--- config.mk ---
export PLATFORM = sky130hd
export DESIGN_NAME = xorshift128_generator
export DESIGN_NICKNAME = d
export VERILOG_FILES = /design/src/design/xs128_pkg.sv /design/src/design/xorshift128_generator.sv /design/src/design/xs128_seed_unit.sv /design/src/design/xs128_seq.sv
export SDC_FILE = /design/constraint.sdc
export NUM_CORES = 1
export LEC_CHECK = 0
export ABC_AREA = 1
export BUFFER_PORTS_ARGS = -buffer_cell sky130_fd_sc_hd__clkbuf_2
export CELL_PAD_IN_SITES_DETAIL_PLACEMENT = 1
export CELL_PAD_IN_SITES_GLOBAL_PLACEMENT = 1
export CORE_ASPECT_RATIO = 0.5
export CORE_MARGIN = 10
export CORE_UTILIZATION = 45
export CTS_CLUSTER_SIZE = 14
export DETAILED_ROUTE_END_ITERATION = 10
export PLACE_DENSITY = 0.79
export SLEW_MARGIN = 15
export SYNTH_ARGS = -nofsm -noshare
export SYNTH_HDL_FRONTEND = slang
export SYNTH_SLANG_ARGS = --single-unit
--- constraint.sdc ---
create_clock -name clk -period 16.2 [get_ports clk]
set_input_delay 2.43 -clock clk [delete_from_list [all_inputs] [get_ports clk]]
set_output_delay 2.43 -clock clk [all_outputs]
set_load 0.01 [all_outputs]
--- src/design/xs128_pkg.sv ---
package xs128_pkg;

	localparam int unsigned WordW = 32;
	localparam int unsigned NumWords = 4;
	localparam int unsigned IdxW = $clog2(NumWords);

	typedef logic [WordW-1:0] word_t;
	typedef logic [IdxW-1:0] idx_t;

	// Action codes carried by a request
	localparam logic ACT_GENERATE = 1'b0;
	localparam logic ACT_RESEED   = 1'b1;

	// Seed expansion multiplier
	localparam word_t SEED_MUL = 32'd1812433253;

	// Per-word masks applied after each expansion round, oldest first
	localparam word_t SEED_KEY [NumWords] = '{
		32'd123464980, 32'd3447902351, 32'd2859490775, 32'd47621719
	};

	// State after reset, oldest first
	localparam word_t RESET_WORD [NumWords] = '{
		32'd123456789, 32'd362436069, 32'd521288629, 32'd88675123
	};

	// Shift amounts
	localparam int unsigned GEN_SHL_OLD = 11;
	localparam int unsigned GEN_SHR_T   = 8;
	localparam int unsigned GEN_SHR_NEW = 19;
	localparam int unsigned MIX_SHL     = 13;
	localparam int unsigned MIX_SHR     = 17;

	// Reseed sequencer states
	typedef enum logic [1:0] {
		SEQ_IDLE,
		SEQ_MUL,
		SEQ_MIX
	} seq_state_t;

	// Controls from the sequencer to the datapath
	typedef struct packed {
		logic busy;     // reseed in progress
		logic mul_en;   // load the product register
		logic mix_en;   // take the mixed value, write one state word
		idx_t word_idx; // state word being written
	} seq_ctrl_t;

endpackage

--- src/design/xorshift128_generator.sv ---
// xorshift128 random word generator. A generate request (action 0) steps the
// four state words once and places the new newest word in the output register,
// and the next request is taken in the following cycle as long as that register
// is free or being emptied. A reseed request (action 1) returns nothing and keeps
// the block busy while one shared seed-round unit (a registered 32x32 multiply
// followed by add and xorshift) runs a multiply state and a mix state for each
// of the four state words in turn; in the practically unreachable case that all
// four words come out zero, the expansion runs again.
// After reset the state holds the standard xorshift128 initial words.
module xorshift128_generator (
	input  logic                    clk,
	input  logic                    arst_n,
	input  logic                    req_valid,
	output logic                    req_ready,
	input  logic                    action,
	input  xs128_pkg::word_t        seed_value,
	output logic                    rsp_valid,
	input  logic                    rsp_ready,
	output xs128_pkg::word_t        random_word
);
	import xs128_pkg::*;

	word_t     words_q [NumWords];
	word_t     seed_q;
	word_t     rsp_word_q;
	logic      rsp_valid_q;
	word_t     mixed;
	word_t     key_word;
	word_t     gen_t;
	word_t     gen_new;
	logic      req_fire;
	logic      gen_fire;
	logic      seed_fire;
	logic      all_zero;
	seq_ctrl_t ctrl;

	assign req_ready = !ctrl.busy && (!rsp_valid_q || rsp_ready);
	assign req_fire  = req_valid && req_ready;
	assign gen_fire  = req_fire && (action == ACT_GENERATE);
	assign seed_fire = req_fire && (action == ACT_RESEED);

	// One xorshift128 step
	always_comb begin
		gen_t   = words_q[0] ^ (words_q[0] << GEN_SHL_OLD);
		gen_new = words_q[NumWords-1] ^ (words_q[NumWords-1] >> GEN_SHR_NEW)
			^ gen_t ^ (gen_t >> GEN_SHR_T);
	end

	// Masked round value for the word being written; zero test on the last word
	assign key_word = SEED_KEY[ctrl.word_idx] ^ mixed;
	assign all_zero = (words_q[0] == '0) && (words_q[1] == '0)
		&& (words_q[2] == '0) && (key_word == '0);

	xs128_seq u_seq (
		.clk      (clk),
		.arst_n   (arst_n),
		.start    (seed_fire),
		.all_zero (all_zero),
		.ctrl     (ctrl)
	);

	xs128_seed_unit u_seed_unit (
		.clk    (clk),
		.mul_en (ctrl.mul_en),
		.seed   (seed_q),
		.mixed  (mixed)
	);

	// Running seed value
	always_ff @(posedge clk) begin
		if (seed_fire) begin
			seed_q <= seed_value;
		end else if (ctrl.mix_en) begin
			seed_q <= mixed;
		end
	end

	// State words
	always_ff @(posedge clk or negedge arst_n) begin
		if (!arst_n) begin
			for (int i = 0; i < NumWords; i++) begin
				words_q[i] <= RESET_WORD[i];
			end
		end else if (gen_fire) begin
			for (int i = 0; i < NumWords - 1; i++) begin
				words_q[i] <= words_q[i+1];
			end
			words_q[NumWords-1] <= gen_new;
		end else if (ctrl.mix_en) begin
			words_q[ctrl.word_idx] <= key_word;
		end
	end

	// Output register
	always_ff @(posedge clk or negedge arst_n) begin
		if (!arst_n) begin
			rsp_valid_q <= 1'b0;
		end else if (gen_fire) begin
			rsp_valid_q <= 1'b1;
		end else if (rsp_ready) begin
			rsp_valid_q <= 1'b0;
		end
	end

	always_ff @(posedge clk) begin
		if (gen_fire) begin
			rsp_word_q <= gen_new;
		end
	end

	assign rsp_valid   = rsp_valid_q;
	assign random_word = rsp_word_q;

endmodule

--- src/design/xs128_seed_unit.sv ---
module xs128_seed_unit (
	input  logic               clk,
	input  logic               mul_en,
	input  xs128_pkg::word_t   seed,
	output xs128_pkg::word_t   mixed
);
	import xs128_pkg::*;

	word_t prod_s1;
	word_t inc;
	word_t sh1;

	// Stage 1: low half of seed * multiplier
	always_ff @(posedge clk) begin
		if (mul_en) begin
			prod_s1 <= seed * SEED_MUL;
		end
	end

	// Stage 2: add one, then xorshift left and right
	always_comb begin
		inc   = prod_s1 + word_t'(1);
		sh1   = inc ^ (inc << MIX_SHL);
		mixed = sh1 ^ (sh1 >> MIX_SHR);
	end

endmodule

--- src/design/xs128_seq.sv ---
module xs128_seq (
	input  logic                  clk,
	input  logic                  arst_n,
	input  logic                  start,
	input  logic                  all_zero,
	output xs128_pkg::seq_ctrl_t  ctrl
);
	import xs128_pkg::*;

	seq_state_t state_q;
	seq_state_t state_d;
	idx_t       idx_q;
	idx_t       idx_d;
	logic       last_word;

	assign last_word = (idx_q == idx_t'(NumWords - 1));

	// State and word counter registers
	always_ff @(posedge clk or negedge arst_n) begin
		if (!arst_n) begin
			state_q <= SEQ_IDLE;
			idx_q   <= '0;
		end else begin
			state_q <= state_d;
			idx_q   <= idx_d;
		end
	end

	// Next state and controls
	always_comb begin
		state_d       = state_q;
		idx_d         = idx_q;
		ctrl.busy     = 1'b1;
		ctrl.mul_en   = 1'b0;
		ctrl.mix_en   = 1'b0;
		ctrl.word_idx = idx_q;
		unique case (state_q)
			SEQ_IDLE: begin
				ctrl.busy = 1'b0;
				if (start) begin
					state_d = SEQ_MUL;
					idx_d   = '0;
				end
			end
			SEQ_MUL: begin
				ctrl.mul_en = 1'b1;
				state_d     = SEQ_MIX;
			end
			SEQ_MIX: begin
				ctrl.mix_en = 1'b1;
				idx_d       = idx_q + idx_t'(1);
				// after the newest word: done unless all four words came out zero
				if (last_word && !all_zero) begin
					state_d = SEQ_IDLE;
				end else begin
					state_d = SEQ_MUL;
				end
			end
			default: begin
				state_d = SEQ_IDLE;
			end
		endcase
	end

endmodule

* Yosys cells after proc, flatten, opt, wreduce, memory -nomap -nowiden
Index checks and enable logic that the tools add are counted.
** Storage, ports and cells
- Register bits :: 229
- Latch bits :: 0
- Bits in writable memories :: 0
- Memory bits (read-only) :: 0
- Output and inout port bits :: 34
- Word-level logic and storage cells :: 69
- Memories :: 0
** Operators by class
- $add $sub $neg :: 2
- Multiply operators :: 1
- Divide/modulo/power cells :: 0
- $lt $le $gt $ge :: 2
- Eq/ne operators :: 4
- Shift operators :: 0
- Muxes and demuxes :: 19
- Bitwise logic cells :: 9
- Reduce and logical (&&, ||, !) cells :: 22
** Operators with widths (number)
- $mux 128 :: 2
- $mux 32 :: 5
- $bwmux 128 :: 1
- $logic_not 32->1 :: 4
- $xor 32x32->32 :: 4
- $bmux 32 s2 :: 1
- $demux 32 s2 :: 1
- $add 32x1->32 const B :: 1
- $mul 32x31->32 const B :: 1
- $xor 32x13->32 :: 1
- $xor 32x15->32 :: 1
- $xor 32x24->32 :: 1
- $logic_and 1x1->1 :: 9
- $reduce_bool 2->1 :: 4
- $pmux 2 s3 :: 1
- $mux 1 :: 5
- $eq 2x2->1 const B :: 2
- $mux 2 :: 2
- $pmux 2 s2 :: 1
- $ge 3x3->1 const B :: 1
- $lt 3x1->1 const B :: 1
- $not 2->3 :: 1
- $add 2x1->2 const B :: 1
- $eq 2x1->1 const B :: 1
- 6 further kinds :: 7

* Depth between registers and ports, before layout
Gate-level depths: netlist of the first run.
- Depth after elaboration :: 11
- Mapped depth :: 26
- Depth with buffers taken out :: 25

* By module
A second synthesis of the first run with hierarchy kept.
** Unflattened totals
- Cells, all modules :: 2465
- Area, all modules :: 21114.0 um^2
** By module, submodules not included
- xorshift128_generator :: times used 1, cells each 1232, area each 10572.6 um^2, seq. area each 5226.3 um^2
- xs128_seed_unit :: times used 1, cells each 1210, area each 10353.7 um^2, seq. area each 960.9 um^2
- xs128_seq :: times used 1, cells each 23, area each 187.7 um^2, seq. area each 100.1 um^2

* Worst setup path after synthesis of the first run
OpenSTA, ideal clock, no wires.
- Path type :: reg-to-reg
- Start point :: register seed_q[11]
- End point :: register u_seed_unit.prod_s1[28] (data pin)
- Setup time :: 264 ps
- Data arrival time :: 5568 ps
- Setup slack :: 10368 ps
- Stages on the path, launching flop included :: 24
- Buffers on the path :: 0
- Cells stage by stage :: edfxtp_1 > ha_1 > ha_1 > fa_1 > inv_1 > fa_1 > inv_1 > fa_1 > inv_1 > fa_1 > inv_1 > fa_1 > inv_1 > fa_1 > inv_1 > ha_1 > nand2_1 > inv_1 > nand2_1 > nor3_1 > nand2_1 > o211ai_1 > a31oi_1 > xor2_1
** Between the ends
- Longest elaborated chain between the ends :: 1
** Ends and longest elaborated chain
- start, declared :: line xorshift128_generator.sv:24 : word_t seed_q;
- start signal, assigned :: line xorshift128_generator.sv:72 : seed_q <= seed_value;
- start signal, assigned :: line xorshift128_generator.sv:74 : seed_q <= mixed;
- $mul 32x31->32 :: line xs128_seed_unit.sv:16 : prod_s1 <= seed * SEED_MUL;
- end signal, assigned :: line xs128_seed_unit.sv:16
- end, declared :: line xs128_seed_unit.sv:9 : word_t prod_s1;
Every way passes these cells.
A chain may end at the register's enable or synchronous reset.

* Worst setup path in the final report of the first run
- Start point :: register seed_q[15]
- End point :: register u_seed_unit.prod_s1[30] (data pin)
Same word-level chain as after synthesis.

==> results of run 1 <==
==> cells by family after synthesis <==
group	share of synthesized area
buf+inv	0.0823
compound gates	0.0844
flops	0.318
xor+xnor	0.0747
simple gates	0.144
fa+ha+maj	0.296
==> flip-flops by register name, summed over array words and instances (netlist names) <==
register / flops
u_seq.state_q: 2
words_q: 128
u_seed_unit.prod_s1: 32
rsp_valid: 1
random_word: 32
u_seq.idx_q: 2
seed_q: 32
==> area by class of cell <==
class | count | area (µm²)
clock inverter | 8 | 134
multi-input combinational | 1446 | 11800
inverter | 385 | 1450
tap | 588 | 736
fill | 4996 | 21700
timing repair buffer | 87 | 500
sequential | 229 | 6290
clock buffer | 38 | 746
==> path summary, 6_finish.rpt <==
path / start / to / slack (ps) / cells after the start
worst min register to register: words_q[115] / words_q[115] / 520 / 2
min in group asynchronous: arst_n / u_seq.idx_q[1] / 1900 / 1
worst min-delay path: words_q[115] / words_q[115] / 520 / 2
worst max register to register: seed_q[15] / u_seed_unit.prod_s1[30] / 9560 / 20
worst max-delay path: seed_q[15] / u_seed_unit.prod_s1[30] / 9560 / 20
max in group asynchronous: arst_n / words_q[56] / 12990 / 3
==> layer usage <==
metal,GRT usage,vias up,routed length [µm]
li1,-,7014,-
met5,0,-,7
met1,0.314,7786,27500
met4,0.108,2,3260
met2,0.420,516,31700
met3,0.0406,162,3970
==> synth_stat cells (all sizes together), types with 38 or more instances <==
| library cell | n |
|---|---|
| o221ai | 72 |
| clkbuf | 38 |
| nor2 | 115 |
| dfstp | 61 |
| fa | 147 |
| o21ai | 63 |
| nand3 | 79 |
| xor2 | 104 |
| a21oi | 47 |
| ha | 232 |
| edfxtp | 96 |
| dfrtp | 72 |
| nand2 | 412 |
| inv | 382 |
| xnor2 | 61 |
==> stage by stage <==
step / setup WS (ps) / area (µm²)
finish: 9560 / 21700
global route: 9280 / 21700
CTS: 9580 / 21700
detailed placement: 9640 / 20800
global placement: 9840 / 20800
floorplan: 10370 / 19700
==> critical path, delay by kind of cell, from the launching register on <==
kind	cells	cell delay (ps)
DFF	1	700
buffers and inverters	4	250
AOI/OAI and AO/OA	1	330
and+or+nand+nor	5	920
adders and majority gates	9	4040
xor gates and xnor gates	1	200
==> flow_metrics.env, run 1 <==
export IMPL_status="completed"
export IMPL_synth_top_cells_by_area="fa_1 (15%), ha_1 (15%), edfxtp_1 (15%)"
export IMPL_cap_violations=0
export IMPL_hold_ws_ps=521
export IMPL_cp_max_fo=8
export IMPL_pin_count=71
export IMPL_rows=54
export IMPL_fin_worst_skew_ps=14.8
export IMPL_synth_edf_count=96
export IMPL_path_cells="ha_1 -> ha_1 -> fa_1 -> inv_1 -> fa_1 -> inv_1 -> fa_1 -> fa_1 -> fa_1 -> inv_1 -> fa_1 -> inv_1 -> ha_1 -> nand2_1 -> nor4_1 -> nand2_1 -> o211ai_1 -> nand2_1 -> nand3_1 -> xor2_1"
export IMPL_drive_gt1_frac=0.118
export IMPL_final_common_cell="nand2_1"
export IMPL_initial_core_util=0.455
export IMPL_max_slew_margin=0.219
export IMPL_dp_cells=2734
export IMPL_clockBufferDepth=3
export IMPL_antenna_found_initial=1
export IMPL_dr_total_vias=15500
export IMPL_async_flop_share=0.581
export IMPL_ys_ff_latch=229
export IMPL_tightest_slew_ps=1170
export IMPL_drcViolationCount=0
export IMPL_cts_num_sinks=229
export IMPL_ys_seq_area_frac=0.318
export IMPL_root_buffer="clkbuf_16"
export IMPL_synth_area_mm2=0.0197
export IMPL_clkLatencyLatePin_ps=570
export IMPL_place_port_buffers=70
export IMPL_gr_total_overflow=0
export IMPL_clk_pin_slew_ps=70
export IMPL_setup_worst_path_start_class="flip-flop"
export IMPL_die_w_um=316
export IMPL_synth_nets=2521
export IMPL_cts_hold_buf=0
export IMPL_timing_final_crit_share=0.410
export IMPL_yosysUniqueCellTypes=43
export IMPL_ant_nets=0
export IMPL_drv_slew=0
export IMPL_diodes=0
export IMPL_cts_buffers_inserted=25
export IMPL_cp_slowest_stage_delay_ps=700
export IMPL_drt_first_iter_violations=1185
export IMPL_firstDrtPassIters=5
export IMPL_synth_main_ff_cell="edfxtp_1"
export IMPL_core_mm2=0.0434
export IMPL_synthCells=2105
export IMPL_critPathKind="reg -> reg"
export IMPL_cpMaxStageDelayCell="edfxtp_1"
export IMPL_synth_top_area_frac=0.149
export IMPL_cts_setup_buffers=0
export IMPL_gp_congestion=0.915
export IMPL_nets=2590
export IMPL_hp_class="reg -> reg"
export IMPL_finalWirelength_um=66500
export IMPL_grt_pass1_wl_um=103000
export IMPL_rsz0062_at_grt="false"
export IMPL_dieArea_mm2=0.0532
export IMPL_grt_usage=0.250
export IMPL_final_cell_mix="nand2_1 (381), inv_1 (376), ha_1 (232)"
export IMPL_timing_fmax_mhz=151
export IMPL_setup_tns_final_ps=0
export IMPL_final_util=0.499
export IMPL_grt_max_degree=84
export IMPL_cts_tree="done"
export IMPL_die_height_um=168
export IMPL_setup_viol=0
export IMPL_ys_warn_count=0
export IMPL_stdcell_count=2781
export IMPL_hold_viol_final=0
export IMPL_layout_min_cycle_time_ps=6640
export IMPL_cts_max_level=1
export IMPL_synth_area_per_cell_um2=9.38
export IMPL_grt_pass1_vias=17300
export IMPL_cp_arrival_ps=7030
export IMPL_critical_path_most_common_cell="fa_1"
export IMPL_area_growth_pct=9.88
export IMPL_cp_data_required_time_ps=16590
export IMPL_dp_hpwl_um=51000
export IMPL_cts_resized=0
export IMPL_vias_per_cell=5.57
export IMPL_synth_largest_area_cell="fa_1"
export IMPL_wl_per_cell_um=23.9
export IMPL_endpoint_kind="flip-flop"
Power of run 1 is left out: the tool's default activity adds up to more than one toggle a clock period on the data nets, which glitch-free logic cannot reach.
==> run 2, diff against run 1 <==
--- a/config.mk
+++ b/config.mk
@@ -14,7 +14,7 @@
 export CORE_UTILIZATION = 45
 export CTS_CLUSTER_SIZE = 14
 export DETAILED_ROUTE_END_ITERATION = 10
-export PLACE_DENSITY = 0.79
+export PLACE_DENSITY = 0.82
 export SLEW_MARGIN = 15
 export SYNTH_ARGS = -nofsm -noshare
 export SYNTH_HDL_FRONTEND = slang
==> constraint.sdc (replaced) <==
create_clock -name clk -period 5.9 [get_ports clk]
set_input_delay 0.885 -clock clk [delete_from_list [all_inputs] [get_ports clk]]
set_output_delay 0.885 -clock clk [all_outputs]
set_load 0.01 [all_outputs]
==> run 2 against run 1 <==
- the flow now finishes with violations (setup timing)
- count of clock-buffer cells in the layout down 4
- global-route usage rose by 2.9 points
- first-iteration DRC count is 42% higher
- critical path type unchanged
- critical endpoint is now u_seed_unit.prod_s1[31]
==> flow_metrics.env, run 2 (synthesis gave the netlist of run 1 again) <==
export IMPL_status="finished, violations left"
export IMPL_violations="setup timing"
export IMPL_worst_slack_ps=-413
export IMPL_hp_class="in -> async"
export IMPL_gr_total_overflow=0
export IMPL_gp_congestion=0.964
export IMPL_core_mm2=0.0434
export IMPL_max_slew_margin=0.199
export IMPL_cts_tree="done"
export IMPL_setup_worst_path_start_class="flip-flop"
export IMPL_critPathKind="reg -> reg"
export IMPL_final_common_cell="nand2_1"
export IMPL_timing_final_crit_share=1.07
export IMPL_critical_path_most_common_cell="fa_1"
export IMPL_place_ws_ps=-355
export IMPL_top_register="words_q"
export IMPL_rows=54
export IMPL_clkLatencyLatePin_ps=600
export IMPL_cp_max_fo=3
export IMPL_cts_hold_buf=0
export IMPL_vias_per_cell=6.09
export IMPL_dp_hpwl_um=54500
export IMPL_wl_per_cell_um=28.4
export IMPL_initial_core_util=0.455
export IMPL_nets=2704
export IMPL_grt_pass1_wl_um=114000
export IMPL_dp_cells=2818
export IMPL_ff2ff_setup_slack_ps=-410
export IMPL_dieArea_mm2=0.0532
export IMPL_cp_arrival_ps=6670
export IMPL_cts_num_sinks=229
export IMPL_drt_first_iter_violations=1682
export IMPL_endpoint_kind="flip-flop"
export IMPL_tightest_slew_ps=1200
export IMPL_cp_data_required_time_ps=6260
export IMPL_fin_worst_skew_ps=37.3
export IMPL_cp_slowest_stage_delay_ps=570
export IMPL_die_height_um=168
export IMPL_reg2reg_depth=23
export IMPL_cts_buffers_inserted=25
export IMPL_final_cell_mix="nand2_1 (367), inv_1 (355), ha_1 (198)"
export IMPL_drive_gt1_frac=0.217
export IMPL_die_w_um=316
export IMPL_largest_register_ffs=128
export IMPL_drcViolationCount=0
export IMPL_ant_nets=0
export IMPL_placedInstanceArea_mm2=0.0215
export IMPL_antenna_found_initial=2
export IMPL_cap_violations=0
export IMPL_cpMaxStageDelayCell="fa_2"
export IMPL_finalWirelength_um=82400
export IMPL_root_buffer="clkbuf_16"
export IMPL_grt_usage=0.278
export IMPL_firstDrtPassIters=5
export IMPL_path_cells="ha_4 -> ha_1 -> fa_1 -> inv_1 -> fa_1 -> inv_1 -> fa_2 -> fa_1 -> fa_1 -> inv_1 -> fa_1 -> inv_1 -> ha_4 -> buf_4 -> nand2_2 -> nor2_4 -> inv_2 -> nor3_4 -> nand3_2 -> inv_2 -> nor2_2 -> nand3_1 -> nand2_1"
export IMPL_stdcell_count=2898
export IMPL_hold_viol_final=0
export IMPL_area_growth_pct=18.7
export IMPL_drv_slew=0
export IMPL_layout_min_cycle_time_ps=6310
export IMPL_clk_pin_slew_ps=80
export IMPL_clockBufferDepth=3
export IMPL_hold_ws_ps=431
export IMPL_place_port_buffers=70
export IMPL_timing_fmax_mhz=158
export IMPL_finalInstanceArea_mm2=0.0234
export IMPL_pin_count=71
export IMPL_grt_pass1_vias=18800
export IMPL_grt_max_degree=68
export IMPL_r2r_end="u_seed_unit.prod_s1[31]"
export IMPL_cts_max_level=1
export IMPL_rsz0062_at_grt="true"
export IMPL_setup_viol=13
export IMPL_dr_total_vias=17600
export IMPL_rr_startpoint="seed_q[16]"
==> run 2: changes by cell type in the layout (fill, tap and decap cells not counted), sizes merged <==
| cell | delta |
|---|---|
| diode | +3 |
| bufinv | -2 |
| clkbuf | -4 |
| clkinv | +6 |
| buf | +114 |
==> run 2: routing by layer <==
layer,up-vias,global-route usage,wire length (µm)
met5,-,0,0
met4,0,0.156,6680
met3,445,0.0478,6690
met2,1044,0.476,38900
met1,8894,0.330,30200
li1,7256,-,-
==> run 2: final cells by class <==
cell class	count	area, µm²
fillers	4822	20000
multi-input cells	1446	12700
flip-flops and latches	229	6290
inverters	385	1450
repair buffers	201	1420
clock buffers	34	746
well taps	588	736
clock inverters	12	108
diodes	3	7.51
==> run 2: per-stage QoR <==
step                TNS (ps)  utilization
finish                 -3120        0.540
global route           -4220        0.539
CTS                     -141        0.525
detailed placement     -1370        0.494
global placement        -170        0.494
floorplan                  0            -
==> run 2: what timing repair did <==
action                                  in CTS  in global routing
gates resized for setup                     69                 98
buffers inserted                            17                 22
pin swaps                                   53                 36
gates cloned                                 0                  0
endpoints found under the setup margin      12                 15
==> run 2: worst max-delay path by stage <==
| stage | start | end | cells after the start |
|---|---|---|---|
| 5_1_grt | seed_q[16] | u_seed_unit.prod_s1[31] | 23 |
| 4_1_cts | seed_q[12] | u_seed_unit.prod_s1[27] | 22 |
| 3_3_place_gp | seed_q[15] | u_seed_unit.prod_s1[28] | 20 |
| 2_1_floorplan | seed_q[11] | u_seed_unit.prod_s1[28] | 23 |
| 3_5_place_dp | seed_q[16] | u_seed_unit.prod_s1[28] | 20 |
| 6_report | seed_q[16] | u_seed_unit.prod_s1[31] | 23 |
==> run 2: critical path, delay by kind of cell (launching register included) <==
kind,cells,cell delay (ps)
adder cells (fa/ha/maj),9,4090
buffers and inverters,7,630
flip-flops,1,520
AND/OR/NAND/NOR,7,840
Power of run 2 is left out for the same reason.
